## src/seard_pkg.sv

```systemverilog
package seard_pkg;

	localparam int MAX_DIMS_DEF = 16;

	localparam logic OP_LOAD  = 1'b0;
	localparam logic OP_COORD = 1'b1;

	localparam logic [1:0] CFG_OUTPUT_SCALE = 2'd0;
	localparam logic [1:0] CFG_DERIV_SELECT = 2'd1;
	localparam logic [1:0] CFG_NUM_DIMS     = 2'd2;

	localparam logic [15:0] OUTPUT_SCALE_RST = 16'd256;
	localparam logic [4:0]  NUM_DIMS_RST     = 5'd1;

	localparam logic [15:0] INV_TWO_LN2_Q16 = 16'd47274;
	localparam logic [15:0] LN2_Q16         = 16'd45426;

	typedef struct packed {
		logic              operation;
		logic [3:0]        dim_index;
		logic signed [15:0] coord_a;
		logic signed [15:0] coord_b;
		logic [15:0]       scale_value;
		logic              last_element;
	} in_item_t;

	typedef struct packed {
		logic [31:0] kernel_value;
		logic        index_error;
		logic        saturated;
	} out_item_t;

	typedef struct packed {
		logic cap;
		logic vmul;
		logic tmul;
		logic acc;
		logic e1;
		logic e2;
		logic e3;
		logic e4;
		logic e5;
		logic e6;
		logic fin;
	} cmd_t;

	typedef struct packed {
		logic last;
		logic out_free;
	} status_t;

	// 2^(-i/16) in Q0.16 (first entry is 1.0, needs 17 bits)
	function automatic logic [16:0] pow2_frac(input logic [3:0] i);
		logic [16:0] r;
		unique case (i)
			4'd0:  r = 17'd65536;
			4'd1:  r = 17'd62757;
			4'd2:  r = 17'd60097;
			4'd3:  r = 17'd57549;
			4'd4:  r = 17'd55109;
			4'd5:  r = 17'd52773;
			4'd6:  r = 17'd50535;
			4'd7:  r = 17'd48393;
			4'd8:  r = 17'd46341;
			4'd9:  r = 17'd44376;
			4'd10: r = 17'd42495;
			4'd11: r = 17'd40693;
			4'd12: r = 17'd38968;
			4'd13: r = 17'd37316;
			4'd14: r = 17'd35734;
			default: r = 17'd34219;
		endcase
		return r;
	endfunction

endpackage

```

## src/seard_ctrl.sv

```systemverilog
module seard_ctrl (
	input  logic             clk,
	input  logic             arst_n,
	input  logic             in_valid,
	input  logic             in_op,
	output logic             in_stall,
	input  seard_pkg::status_t status,
	output seard_pkg::cmd_t  cmd
);

	typedef enum logic [10:0] {
		S_IDLE = 11'b000_0000_0001,
		S_VMUL = 11'b000_0000_0010,
		S_TMUL = 11'b000_0000_0100,
		S_ACC  = 11'b000_0000_1000,
		S_E1   = 11'b000_0001_0000,
		S_E2   = 11'b000_0010_0000,
		S_E3   = 11'b000_0100_0000,
		S_E4   = 11'b000_1000_0000,
		S_E5   = 11'b001_0000_0000,
		S_E6   = 11'b010_0000_0000,
		S_FIN  = 11'b100_0000_0000
	} state_t;

	state_t state_q, state_d;
	logic   accept;

	assign in_stall = (state_q != S_IDLE);
	assign accept   = in_valid && !in_stall;

	always_comb begin
		state_d = state_q;
		cmd     = '0;
		cmd.cap = accept;
		unique case (state_q)
			S_IDLE: begin
				if (accept && in_op == seard_pkg::OP_COORD) state_d = S_VMUL;
			end
			S_VMUL: begin
				cmd.vmul = 1'b1;
				state_d  = S_TMUL;
			end
			S_TMUL: begin
				cmd.tmul = 1'b1;
				state_d  = S_ACC;
			end
			S_ACC: begin
				cmd.acc = 1'b1;
				state_d = status.last ? S_E1 : S_IDLE;
			end
			S_E1: begin
				cmd.e1  = 1'b1;
				state_d = S_E2;
			end
			S_E2: begin
				cmd.e2  = 1'b1;
				state_d = S_E3;
			end
			S_E3: begin
				cmd.e3  = 1'b1;
				state_d = S_E4;
			end
			S_E4: begin
				cmd.e4  = 1'b1;
				state_d = S_E5;
			end
			S_E5: begin
				cmd.e5  = 1'b1;
				state_d = S_E6;
			end
			S_E6: begin
				cmd.e6  = 1'b1;
				state_d = S_FIN;
			end
			S_FIN: begin
				// hold until the output register can take the result
				if (status.out_free) begin
					cmd.fin = 1'b1;
					state_d = S_IDLE;
				end
			end
			default: state_d = S_IDLE;
		endcase
	end

	always_ff @(posedge clk or negedge arst_n) begin
		if (!arst_n) begin
			state_q <= S_IDLE;
		end else begin
			state_q <= state_d;
		end
	end

endmodule

```

## config.mk

```make
export PLATFORM = sky130hd
export DESIGN_NAME = seard_ctrl
export DESIGN_NICKNAME = d
export VERILOG_FILES = /design/src/seard_pkg.sv /design/src/seard_ctrl.sv
export SDC_FILE = /design/constraint.sdc
export NUM_CORES = 1
export LEC_CHECK = 0
export ABC_AREA = 1
export BUFFER_PORTS_ARGS = -buffer_cell sky130_fd_sc_hd__buf_4
export CAP_MARGIN = 20
export CORE_AREA = 2 2 39 41
export CTS_CLUSTER_SIZE = 10
export DETAILED_ROUTE_END_ITERATION = 10
export DIE_AREA = 0 0 41 43
export PLACE_DENSITY = 0.84
export SLEW_MARGIN = 10
export SYNTH_ARGS = -nofsm -noshare
export SYNTH_HDL_FRONTEND = slang
export SYNTH_SLANG_ARGS = --single-unit
```

## constraint.sdc

```tcl
create_clock -name clk -period 3.3 [get_ports clk]
set_input_delay 0.66 -clock clk [delete_from_list [all_inputs] [get_ports clk]]
set_output_delay 0.66 -clock clk [all_outputs]
set_load 0.03 [all_outputs]
```

Yosys cells after proc, flatten, opt, wreduce, memory -nomap -nowiden
Cells that the tools add are included.

$add $sub $neg: 0. Reduce and logical (&&, ||, !) cells: 4. Muxes and demuxes: 15. Shifts and indexed selects: 0. $lt $le $gt $ge: 0. Div/mod/pow operators: 0. Multiply operators: 0. Bitwise operators: 0. Eq/ne operators: 14.

Operator list (number): 11-bit one-hot mux with 11 select lines (1); 11-bit two-way mux (2); 11-bit by 1-bit == test with 1-bit output (second input constant) (1); 11-bit by 10-bit == test with 1-bit output (second input constant) (1); 11-bit == test (second input constant) (1); 11-bit by 2-bit == test with 1-bit output (second input constant) (1); 11-bit by 3-bit == test with 1-bit output (second input constant) (1); 11-bit by 4-bit == test with 1-bit output (second input constant) (1); 11-bit by 5-bit == test with 1-bit output (second input constant) (1); 11-bit by 6-bit == test with 1-bit output (second input constant) (1); 11-bit by 7-bit == test with 1-bit output (second input constant) (1); 11-bit by 8-bit == test with 1-bit output (second input constant) (1); 11-bit by 9-bit == test with 1-bit output (second input constant) (1); 1-bit two-way mux (11); 11-bit by 1-bit != test with 1-bit output (second input constant) (1); 5-bit two-way mux (1); 2-bit != test (second input constant) (2); 1-bit logical AND (2); 2-bit AND reduction (1); 1-bit logical NOT (1).

RAM bits: 0. Output and inout bits: 12. Latch bits: 0. Word-level logic and storage cells: 34. Bits in registers: 11. Input bits: 6. Bits in read-only memories: 0. Memories kept: 0.

Depth between registers and ports, before layout
Word-level depth: 6. Mapped depth: 8. Gate-level depth less buffers: 8.

Worst setup path before layout
OpenSTA, ideal clock, no wires.

Path type: flip-flop to output port. From: register state_q[5]. To: output cmd[0] (netlist bit). Path buffers: 0. Arrival: 1206 ps. Stages on the path, launching flop included: 6. Slack: 1434 ps. Cell sequence: dfrtp_1 > nor2_2 > nand2_2 > nor2_4 > nand2_1 > nor2_1.

RTL lines: from (decl) (line seard_ctrl.sv:25) `state_t state_q, state_d;`; from (signal assigned) (line seard_ctrl.sv:90) `state_q <= state_d;`; to (decl) (line seard_ctrl.sv:8) `output seard_pkg::cmd_t cmd`.

==> run metrics <==
share of layout cells above drive strength 1=0.298; flops & latches, synth=11; HP Class=in -> async; final hold violations=0; status=finished, final reports clean; PnR worst setup slack=1.21 ns; count leader, synth=inv_1; Pre-antenna DRT Iters=2; # resized after CTS=0; Die Span Y=43 µm; Synth Area in Adders=0; TritonCTS clock tree=done; Post-synth top cells=inv_1 (27), nand2_1 (20), nor2_1 (18); Setup Viol. Count Final=0; diode count=0; worst-margin pin slew=0.330 ns; cell area after synthesis=697 µm²; Critical Path Fanout Max=4; Clock Latency Late Sink=0.26 ns; Max Fclk=0.478 GHz; Synth Net Count=107; final WL=1270 µm; Reg with most FFs=state_q; Total GRT Usage=0.171; Vias=629; first-pass GRT wire length=2090 µm; share of the synthesized area in the top cell type=0.359; GP Congestion=0.753; largest net degree at the start of global routing=12; Die ar.=1760 µm²; Final Cycle Share=0.634; Pwr per Cell Area=561 nW/µm²; Reg clk slew, reported paths=0.08 ns; critical path required time=2.64 ns; async set-or-reset flop fraction in the synthesized netlist=1.00; vias per cell=4.59; crit path kind=reg -> out; port bufs=17; CTS root buffer=clkbuf_4; I/O pins=18; leading area contributor after synthesis=dfrtp_1; DRC Markers=0; vias in the first global route=567; core footprint=1380 µm²; Pins Over Slew Limit=0; CP Launch Type=flop; hold_ws=0.210 ns; hold buffer count at cts=0; CTS Sinks=11; synth top area cells=dfrtp_1 (36%), inv_1 (15%), nand2_1 (11%); RSZ-0062 raised after global routing=no; Final min period=2.09 ns; XOR/XNOR Fraction of Synth Area=0; max_cap viols=0; VDD IR-drop max=0.396 mV; DP Area=837 µm²; Synth warnings=0; GRT Residual Overflow=0; drt first-iter violations=6; Post-DP HPWL=1040 µm; largest family of logic cells by synthesized area=simple AND/OR/NAND/NOR gates; Mean Syn Cell Area=6.90 µm²; starting density of the core=0.504; final instance area=865 µm²; Seq/Total Area, Yosys=0.397; routed len/inst=9.26 µm; Final #Nets=128; Worst setup EP type=output pin; # rows=14; post-CTS setup buffer count=0; Synth cell types=20; dominant synthesized flop cell=dfrtp_1; Die X=41 µm; Clock Tree Buf Depth=2; Layout Area Growth over Synthesis=24.1%; CP arrival=1.43 ns; Post-Synth Simple-Gate Area=0.390; TNS Setup=0 ns; biggest regs=state_q (11); Post-synth EDFFs=0; initial antenna violation count=0; LEAKAGE=0.597 nW; H-tree Lvls=1; Post-Synthesis Cells=101; mux share of post-synthesis cell area=0; cts bufs inserted=3; max reg flops=11; DP Worst Slack=1.50 ns; Routed Antenna Nets=0; compound-cell area share of the yosys netlist=0.0575; slew margin rel.=0.779; Clock Skews=0.00451 ns
-- area by class of cell --
type	instances	area, µm²
inverters	27	101
fillers	144	519
clock inverters	1	5.00
well taps	16	20.0
multi-input cells	62	312
clock buffers	3	22.5
flip-flops and latches	11	277
repair buffers	17	128
-- critical path, stage by stage, from the launching register on --
cell and delay [ns]:
dfrtp_1 0.39, nor2_2 0.14, nand2_2 0.12, nor2_4 0.16, nand2_1 0.07, nor2_1 0.12, buf_4 0.17
-- cell usage in the layout, fill, tap and decap left out, drive strengths merged --
cell and count:
nor3b 2, inv 27, a21oi 3, clkbuf 3
nand2 24, o21ai 2, clkinv 1, nand3 3
nor2 24, dfrtp 10, dfstp 1, and3 1
a21o 1, nor3 2, buf 17
-- per-stage QoR --
stage	std cells	power, mW	util
3_5_place_dp	133	0.398	0.605
6_report	137	0.485	0.625
5_1_grt	137	0.521	0.625
2_1_floorplan	101	0.349	-
4_1_cts	137	0.492	0.625
3_3_place_gp	133	0.396	0.605
-- where the power goes --
part | switching, mW | internal (mW) | total (mW)
logic | 0.137 | 0.0876 | 0.225
clock network | 0.0462 | 0.0448 | 0.0910
registers | 0.0139 | 0.156 | 0.170
-- logic make-up after synthesis --
group                  count (synthesis)
AO/OA/AOI/OAI                          6
buffers and inverters                 28
AND/OR/NAND/NOR                       56
flip-flops                            11
-- worst paths after layout --
kind                            start         end  slack [ns]  cells after the start
setup / recovery           state_q[5]      cmd[0]        1.21                      6
hold / removal                 arst_n  state_q[3]        0.21                      1
setup reg to reg           state_q[0]  state_q[0]        1.97                      8
hold reg to reg            state_q[3]  state_q[2]        0.60                      3
max in group asynchronous      arst_n  state_q[0]        2.86                      1
min in group clk           state_q[3]  state_q[2]        0.60                      3
-- routing by layer --
metal	track usage	routed length, µm	vias up	share of wire
met4	0.0400	0	0	0
met5	0	0	-	0
met2	0.272	659	8	0.52
met1	0.223	559	291	0.44
li1	-	-	330	-
met3	0.0471	50	0	0.039
Note: power is estimated with default switching activity, not from simulation.
